<file path="config.mk">
export PLATFORM = sky130hd
export DESIGN_NAME = icmw_ctrl
export DESIGN_NICKNAME = d
export VERILOG_FILES = /design/src/sv/icmw_pkg.sv /design/src/sv/icmw_ctrl.sv
export SDC_FILE = /design/constraint.sdc
export NUM_CORES = 1
export LEC_CHECK = 0
export ABC_AREA = 1
export BUFFER_PORTS_ARGS = -buffer_cell sky130_fd_sc_hd__buf_2
export CORE_MARGIN = 10
export CORE_UTILIZATION = 25
export CTS_CLUSTER_SIZE = 30
export DETAILED_ROUTE_END_ITERATION = 12
export PLACE_DENSITY_LB_ADDON = 0.1
export SETUP_SLACK_MARGIN = 0.05
export SYNTH_ARGS = -nofsm -noshare
export SYNTH_HDL_FRONTEND = slang
export SYNTH_SLANG_ARGS = --single-unit
</file>
<file path="constraint.sdc">
create_clock -name clock -period 1.4 [get_ports clock]
set_clock_uncertainty 0.2 [all_clocks]
set_input_delay 0.14 -clock clock [delete_from_list [all_inputs] [get_ports clock]]
set_output_delay 0.14 -clock clock [all_outputs]
set_load 0.01 [all_outputs]
</file>
<file path="src/sv/icmw_pkg.sv">
`timescale 1ns / 1ps
// ----------------------------------------------------------------------------
// icmw_pkg
// Shared widths, register codes and controller/datapath handshake types for
// the interval coverage max window unit.
// ----------------------------------------------------------------------------
package icmw_pkg;

   localparam int ROW_W       = 10;  // input row bound width
   localparam int COL_W       = 11;  // column count / height register width
   localparam int CNT_W       = 11;  // per-row start/end count width
   localparam int OUT_W       = 21;  // result width
   localparam int SUM_W       = 2 * COL_W;  // window sums and count*height
   localparam int CSR_INDEX_W = 2;
   localparam int CSR_DATA_W  = COL_W;

   localparam logic [CSR_INDEX_W-1:0] CSR_COLUMN_COUNT    = 2'd0;
   localparam logic [CSR_INDEX_W-1:0] CSR_CORRIDOR_HEIGHT = 2'd1;

   localparam logic [COL_W-1:0] COLUMN_COUNT_RESET    = 11'd1024;
   localparam logic [COL_W-1:0] CORRIDOR_HEIGHT_RESET = 11'd1;

   typedef struct packed {
      logic accept;      // capture bounds, read both count stores
      logic update;      // write back incremented counts
      logic sweep_step;  // read and zero one row, build coverage
      logic win_step;    // read one window row pair
      logic mul;         // register count * height
      logic load_out;    // load the result register
   } icmw_cmd_type;

   typedef struct packed {
      logic row_last;    // sweep at the last row of the stores
      logic win_last;    // window pass at the last active row
      logic set_done;    // the set is complete after this word
      logic out_free;    // result register can take a new word
   } icmw_status_type;

endpackage

</file>
<file path="src/sv/icmw_ctrl.sv">
`timescale 1ns / 1ps
// ----------------------------------------------------------------------------
// icmw_ctrl
// Sequencer: clear after reset, take interval words, then run the coverage
// sweep, the window pass and the result handoff for each completed set.
// ----------------------------------------------------------------------------
module icmw_ctrl
   import icmw_pkg::*;
(
   input  logic            clock,
   input  logic            reset,
   input  logic            req_valid,
   output logic            req_ready,
   output icmw_cmd_type    cmd,
   input  icmw_status_type status
);

   typedef enum logic [2:0] {
      S_CLEAR,
      S_LOAD,
      S_UPDATE,
      S_SWEEP,
      S_WINDOW,
      S_MUL,
      S_DONE
   } state_type;

   state_type state_ff, state_in;
   logic      ready_ff;

   always_comb begin
      state_in = state_ff;
      cmd      = '0;
      case (state_ff)
         S_CLEAR: begin
            cmd.sweep_step = 1'b1;
            if (status.row_last) state_in = S_LOAD;
         end
         S_LOAD: begin
            if (req_valid && ready_ff) begin
               cmd.accept = 1'b1;
               state_in   = S_UPDATE;
            end
         end
         S_UPDATE: begin
            cmd.update = 1'b1;
            state_in   = status.set_done ? S_SWEEP : S_LOAD;
         end
         S_SWEEP: begin
            cmd.sweep_step = 1'b1;
            if (status.row_last) state_in = S_WINDOW;
         end
         S_WINDOW: begin
            cmd.win_step = 1'b1;
            if (status.win_last) state_in = S_MUL;
         end
         S_MUL: begin
            cmd.mul  = 1'b1;
            state_in = S_DONE;
         end
         S_DONE: begin
            // hold until the result register frees up
            if (status.out_free) begin
               cmd.load_out = 1'b1;
               state_in     = S_LOAD;
            end
         end
         default: state_in = S_CLEAR;
      endcase
   end

   always_ff @(posedge clock) begin
      if (reset) begin
         state_ff <= S_CLEAR;
         ready_ff <= 1'b0;
      end else begin
         state_ff <= state_in;
         ready_ff <= (state_in == S_LOAD);
      end
   end

   assign req_ready = ready_ff;

endmodule

</file>
# Yosys cells after proc, flatten, opt, wreduce, memory -nomap -nowiden
# Cells that the tools add are included.
[totals]
reg_bits = 4
in_bits = 7
output_inout_bits = 7
word_cells = 27
[classes]
eq_ne = 7
n_mux = 15
n_reduce_logical = 3
[ops]
columns = ["operator", "n"]
rows = [
  ["3-bit one-hot mux with 7 select lines", 1],
  ["3-bit 2-to-1 mux", 5],
  ["3-bit == test (second input constant)", 3],
  ["1-bit 2-to-1 mux", 8],
  ["3-bit by 1-bit == test with 1-bit output (second input constant)", 2],
  ["3-bit by 2-bit == test with 1-bit output (second input constant)", 2],
  ["3-bit zero test", 1],
  ["2-bit 2-to-1 mux", 1],
  ["2-bit OR reduction", 1],
  ["1-bit logical AND", 1],
]

# Depth between registers and ports, before layout
# Gate-level depths: netlist of run 1.
[depth]
depth_word = 4
ltp_mapped = 8
ltp_nobuf = 7

# Worst setup path after synthesis of run 1
# OpenSTA, ideal clock, no wires.
[synth_timing]
kind = "register to output"
start = "register state_ff[0]"
end = "output cmd[3] in the netlist's numbering"
arrival_ns = 0.895
t_required_ns = 1.060
path_slack_ns = 0.165
stages_incl_launch_ff = 5
path_buffers = 1
cell_sequence = "dfxtp_1 -> buf_4 -> nor2_1 -> inv_1 -> o21ai_0"
[synth_rtl]
columns = ["item", "line_no", "text"]
rows = [
  ["from (decl)", "icmw_ctrl.sv:28", "state_type state_ff, state_in;"],
  ["from (signal assigned)", "icmw_ctrl.sv:77", "state_ff <= state_in;"],
  ["to (decl)", "icmw_ctrl.sv:14", "output icmw_cmd_type cmd,"],
]

==> PnR_summary.wiki, run 1 <==
{| class="wikitable"
! Metric !! Value
|-
| Outcome || complete, no violations
|-
| Maximum clock rate || 718 MHz
|-
| Post-synthesis instance total || 54
|-
| Routed vias/inst || around 4.2
|-
| Final number of setup-violating endpoints || 0
|-
| TritonCTS clock tree || yes
|-
| Detailed route wirelength on metal3 || about 66 um
|-
| Syn_area_per_cell || 6.16 um^2
|-
| Share of the clock period used by the worst path after layout || between 90% and 100%
|-
| Number of remaining DRC errors || 0
|-
| Final Core Density || roughly 43%
|-
| Cell count after placement || between 80 and 90
|-
| DP Wirelength || roughly 700 um
|-
| Clock input transition at the sequential cells of the worst setup and hold paths || approximately 0.040 ns
|-
| Mapped Nets || just over 60
|-
| Number of library cell types mapped by synthesis || 18
|-
| Die span in x || between 50 and 60 um
|-
| Number of vias after detailed routing || 394
|-
| Worst Path Class, Setup || reg -> out
|-
| Capturing element type of the critical path || output pin
|-
| Leakage power || roughly 0.30 nW
|-
| Hold Fails Final Rpt || 0
|-
| Number of antenna-violating nets in the routed design || 0
|-
| Maximum level of the CTS H-tree || 1
|-
| Worst-skew pair later-pin latency || around 0.23 ns
|-
| Sequential element share of the synthesized area || between 20% and 30%
|-
| Post-synthesis register bit count || 4
|-
| Die footprint || 0.00319 mm^2
|-
| Most frequent cells in the layout || buf_2, nand2_1, buf_4
|-
| DR top layer || met3
|-
| Total power density per cell area || approximately 710 mW/mm^2
|-
| Diodes inserted || 0
|-
| Number of flops mapped to enable cells by yosys || 0
|-
| Global-route wire length before repair || 1670 um
|-
| Overall Global Routing Usage || between 6 and 7%
|-
| Async set or reset register ratio after synthesis || 0%
|-
| Share of cells above drive strength 1 || 57.7%
|-
| Vias in the first global route || 399
|-
| CTS sink count || 4
|-
| Adder-cell area share of the yosys netlist || 0%
|-
| Unrepaired setup endpoints after global routing || true
|-
| Setup TNS || 0 ns
|-
| Wire length after detailed routing || approximately 990 um
|-
| Peak VDD IR || roughly 0.31 mV
|-
| Simple-gate share of the synthesized area || just over 50%
|-
| DR pass1 iterations || 4
|-
| Number of pins exceeding their max-slew limit in the final report || 0
|-
| Routability congestion estimate || 0.717
|-
| Yosys warns || 0
|-
| Area of the core || between 0.001 and 0.0015 mm^2
|-
| Non-filler instance count after layout || 93
|-
| Critical Path Source Type || flop
|-
| Synth Area in Compound Gates || under 10%
|-
| Commonest non-fill, non-tap cell in the layout || buf_2
|-
| # Max-Cap Violations || 0
|-
| Y dimension of the die || roughly 56 um
|-
| Critical-path maximum fanout || 5
|-
| Initial antenna violation count || 0
|-
| Mux contribution to synthesized area || 0%
|-
| Maximum buffer depth of the clock tree || 2
|-
| Arrival @ worst endpoint || 1.05 ns
|-
| Global route total overflow || 0
|-
| Area share of xor/xnor cells in the synthesized design || 0%
|-
| Largest net degree at the start of global routing || 9
|-
| Beginning of the worst hold path || status[0]
|-
| R2r worst-path depth || 8
|-
| Layout net count || 87
|-
| Combinational family with the most area after synthesis || simple AND/OR/NAND/NOR gates
|-
| Max-Slew Margin vs Limit || between 80% and 90%
|-
| Period minus WS final || 1.39 ns
|-
| Required time of the critical path || roughly 1.1 ns
|-
| Routed wirelength normalized by instance count || roughly 11 um
|-
| Starting density of the core || approximately 26%
|-
| Synth-to-layout area growth || 64.7%
|-
| Routed metal-1 wirelength || roughly 440 um
|-
| Worst Hold Margin || between 0.1 and 0.15 ns
|-
| Post-synthesis cell area || about 330 um^2
|-
| Port buffer count || 13
|-
| Boundary Pins || 14
|-
| Worst setup path start || state_ff[0]$_SDFF_PP0_
|-
| Number of clock buffers inserted by TritonCTS || 3
|-
| Path category of the worst min-delay check || in -> reg
|-
| FP Rows || 13
|-
| Min-Delay Path Depth || 5
|-
| Detailed Route Iter0 Violations || 1
|-
| Worst-Margin Slew || approximately 0.17 ns
|-
| Met2 WL || ~480 um
|-
| CTS Root Buffer Type || clkbuf_4
|-
| Main synth FF type || dfxtp_1
|-
| Startpoint of the lowest-slack register-to-register path || state_ff[0]$_SDFF_PP0_
|}
cell type report:
cell class,instances,area (um^2)
Tap cell,15,18.8
Multi-Input combinational cell,37,214
Sequential cell,4,88.8
Inverter,11,51.3
Clock buffer,3,22.5
Timing Repair Buffer,23,153
Fill cell,140,737
power breakdown:
part / total (mW) / internal (mW) / switching (mW)
Clock: 0.143 / 0.0959 / 0.0472
Sequential: 0.128 / 0.121 / 0.00671
Combinational: 0.117 / 0.0604 / 0.0568
state kept, by name, summed over array words and instances, names as in the netlist:
| signal | count |
|---|---|
| state_ff | 3 |
| req_ready | 1 |
path summary, 6_finish.rpt:
path	to	slack (ns)
setup reg to reg	req_ready$_SDFF_PP0_	0.10
setup / recovery	cmd[2]	0.007
hold / removal	state_ff[0]$_SDFF_PP0_	0.10
hold reg to reg	state_ff[1]$_SDFF_PP0_	0.55
kinds of logic after synthesis:
group / after synthesis
AOI/OAI and AO/OA: 3
DFF: 4
and+or+nand+nor: 34
buffers and inverters: 13
worst max-delay path: stages, from the launching register on:
cell	delay, ns
dfxtp_2	0.31
buf_6	0.12
nor2_4	0.09
buf_4	0.11
nand2_2	0.05
inv_2	0.05
buf_6	0.09
metal layers:
layer / global-route usage (%) / vias up
met4: 4.12 / 0
met5: 0 / -
met3: 2.70 / 0
li1: - / 214
met1: 6.79 / 171
met2: 10.3 / 9
repair_timing:
item / 4_1_cts / 5_1_grt
buffers inserted: 3 / 4
hold endpoints to repair: 3 / 0
gates resized for setup: 11 / 8
endpoints found under the setup margin: 5 / 6
hold buffers: 1 / 0
pin swaps: 2 / 6
Yosys cell counts (2+ instances only):
| master | instances | area share, % |
|---|---|---|
| nand2_2 | 2 | 3.8 |
| dfxtp_1 | 4 | 24 |
| nor2_2 | 4 | 7.5 |
| nand3_2 | 2 | 6.0 |
| nand2_1 | 11 | 12 |
| nand3_1 | 3 | 4.5 |
| inv_1 | 9 | 10 |
| nor2_1 | 8 | 9.0 |
| nand4_1 | 2 | 3.8 |
through the flow:
stage | cell area [um^2] | setup WS [ns] | total power [mW]
2_1_floorplan | 333 | 0.165 | 0.181
3_3_place_gp | 433 | 0.127 | 0.215
3_5_place_dp | 433 | 0.125 | 0.215
4_1_cts | 493 | 0.0108 | 0.371
5_1_grt | 548 | -0.0691 | 0.414
6_report | 548 | 0.00667 | 0.388
Power figures use the tool's default switching activity.
==> run 2, diff against run 1 <==
--- a/config.mk
+++ b/config.mk
@@ -7,10 +7,10 @@
 export LEC_CHECK = 0
 export ABC_AREA = 1
 export BUFFER_PORTS_ARGS = -buffer_cell sky130_fd_sc_hd__buf_2
-export CORE_MARGIN = 10
-export CORE_UTILIZATION = 25
+export CORE_AREA = 10 10 47 49
 export CTS_CLUSTER_SIZE = 30
 export DETAILED_ROUTE_END_ITERATION = 12
+export DIE_AREA = 0 0 57 59
 export PLACE_DENSITY_LB_ADDON = 0.1
 export SETUP_SLACK_MARGIN = 0.05
 export SYNTH_ARGS = -nofsm -noshare
==> run 2 against run 1 <==
Net effect:
- the flow now finishes with violations (negative setup slack)
- sequential power increased by 3%
- core utilization down 2.7 points
- global-route usage decreased by 0.94 points
- largest cell class unchanged
- clock-buffer cell count stayed put
- register-to-register slack better by 0.02 ns
- worst hold slack got worse by 0.0032 ns
- largest power group unchanged
- critical path depth fell by 1
- highest routed layer is now met4
- clock power increased by 3%
- fmax fell by 0.93%
- cell area up 2.1%
- die area increased by 5.4%
==> PnR_summary.wiki, run 2 (same netlist as run 1, synthesis figures left out) <==
{| class="wikitable"
! Metric !! Value
|-
| Outcome || complete, but fails checks
|-
| Violations in the final reports || negative setup slack
|-
| Required time of the critical path || 1.06 ns
|-
| Leakage power || 0.301 nW
|-
| Total power density per cell area || a little under 700 mW/mm^2
|-
| Number of remaining DRC errors || 0
|-
| Arrival @ worst endpoint || 1.07 ns
|-
| Maximum clock rate || slightly above 700 MHz
|-
| FP Rows || 14
|-
| Area of the core || around 0.0014 mm^2
|-
| Layout net count || 84
|-
| Worst Path Class, Setup || reg -> out
|-
| Max-Slew Margin vs Limit || between 80% and 90%
|-
| Number of vias after detailed routing || between 300 and 400
|-
| CTS Root Buffer Type || clkbuf_4
|-
| Final number of setup-violating endpoints || 1
|-
| TritonCTS clock tree || yes
|-
| Detailed Route Iter0 Violations || 1
|-
| Overall Global Routing Usage || between 5 and 6%
|-
| Flip-flop count of the largest register after layout || 3
|-
| Routability congestion estimate || 0.694
|-
| Global-route wire length before repair || between 1000 and 1500 um
|-
| Worst-Margin Slew || ~0.18 ns
|-
| Number of antenna-violating nets in the routed design || 0
|-
| Port buffer count || 13
|-
| Unrepaired setup endpoints after global routing || true
|-
| Initial antenna violation count || 0
|-
| Critical-path maximum fanout || 5
|-
| Setup TNS || -0.00642 ns
|-
| Worst setup path start || state_ff[0]$_SDFF_PP0_
|-
| CTS sink count || 4
|-
| Peak VDD IR || about 0.34 mV
|-
| Period minus WS final || roughly 1.4 ns
|-
| Diodes inserted || 0
|-
| Critical Path Source Type || flop
|-
| Boundary Pins || 14
|-
| DR pass1 iterations || 2
|-
| Routed wirelength normalized by instance count || between 9 and 10 um
|-
| Beginning of the worst hold path || status[3]
|-
| Final Core Density || 39.9%
|-
| Path category of the worst min-delay check || in -> reg
|-
| Vias in the first global route || ~350
|-
| Post-route worst setup slack || -0.00642 ns
|-
| Die footprint || roughly 0.0034 mm^2
|-
| Global route total overflow || 0
|-
| Hold Fails Final Rpt || 0
|-
| Clock input transition at the sequential cells of the worst setup and hold paths || around 0.04 ns
|-
| Starting density of the core || 23.7%
|-
| Filler cell count in the final layout || 162
|-
| Worst-skew pair later-pin latency || 0.24 ns
|-
| Maximum buffer depth of the clock tree || 2
|-
| Commonest non-fill, non-tap cell in the layout || buf_2
|-
| Share of the clock period used by the worst path after layout || 100%
|-
| Wire length after detailed routing || about 880 um
|-
| DP Wirelength || roughly 700 um
|-
| Share of cells above drive strength 1 || between 50% and 60%
|-
| Register name with the most flops || state_ff
|-
| Y dimension of the die || just under 60 um
|-
| Number of pins exceeding their max-slew limit in the final report || 0
|-
| # Max-Cap Violations || 0
|-
| Capturing element type of the critical path || output pin
|-
| Startpoint of the lowest-slack register-to-register path || state_ff[2]$_SDFF_PP0_
|-
| Routed vias/inst || between 4 and 5
|-
| Largest net degree at the start of global routing || 9
|-
| Synth-to-layout area growth || 68.0%
|-
| Die span in x || around 57 um
|-
| Maximum level of the CTS H-tree || 1
|-
| Most frequent cells in the layout || buf_2, nand2_1, inv_1
|-
| Number of clock buffers inserted by TritonCTS || 3
|}
## run 2: cell count changes in the layout (fill, tap and decap cells not counted), sizes merged
cell    change
clkinv      +1
buf         -3
inv         -1
## run 2: critical path, stage by stage, from the launching register on
cell and delay [ns]:
dfxtp_4 0.35, buf_12 0.13, nor2_4 0.10, nand2_1 0.06, nor2_1 0.07, buf_2 0.13
## run 2: final cells by class
class	instances	area (um^2)	share of cell area (%)
clock buffers	3	22.5	4.03
inverters	11	56.3	10.1
multi-input cells	37	220	39.4
flip-flops and latches	4	88.8	15.9
well taps	16	20.0	3.58
repair buffers	20	151	27.1
## run 2: power breakdown
group,total [mW],internal (mW),switching (mW)
combinational,0.109,0.0558,0.0533
clock,0.147,0.0961,0.0507
sequential,0.132,0.123,0.00907
## run 2: repair_timing
item	in CTS	in global routing
endpoints found under the setup margin	5	7
gates cloned	0	0
buffers inserted	2	2
hold buffers	1	0
hold endpoints to repair	4	0
gates resized for setup	9	9
pin swaps	3	5
## run 2: metrics by stage
stage	area, um^2	total power, mW	instances	setup slack, ns	hold slack [ns]
2_1_floorplan	333	0.181	54	0.165	0.00907
3_3_place_gp	439	0.221	83	0.130	0.130
3_5_place_dp	439	0.220	83	0.141	0.137
4_1_cts	512	0.382	89	-0.0170	0.0978
5_1_grt	559	0.415	91	-0.0611	0.135
6_report	559	0.388	91	-0.00642	0.100
## run 2: final timing paths
| kind | to | slack [ns] | cells past startpoint |
|---|---|---|---|
| setup / recovery | cmd[0] | -0.006 | 5 |
| hold reg to reg | state_ff[0]$_SDFF_PP0_ | 0.54 | 5 |
| setup reg to reg | req_ready$_SDFF_PP0_ | 0.12 | 8 |
| hold / removal | req_ready$_SDFF_PP0_ | 0.10 | 6 |
## run 2: layer usage
metal,track usage (%),vias to the layer above,part of all wire [%]
li1,-,208,-
met4,4.03,0,1.5
met3,2.58,2,6.3
met1,5.94,163,44
met5,0,-,0
met2,8.37,9,48
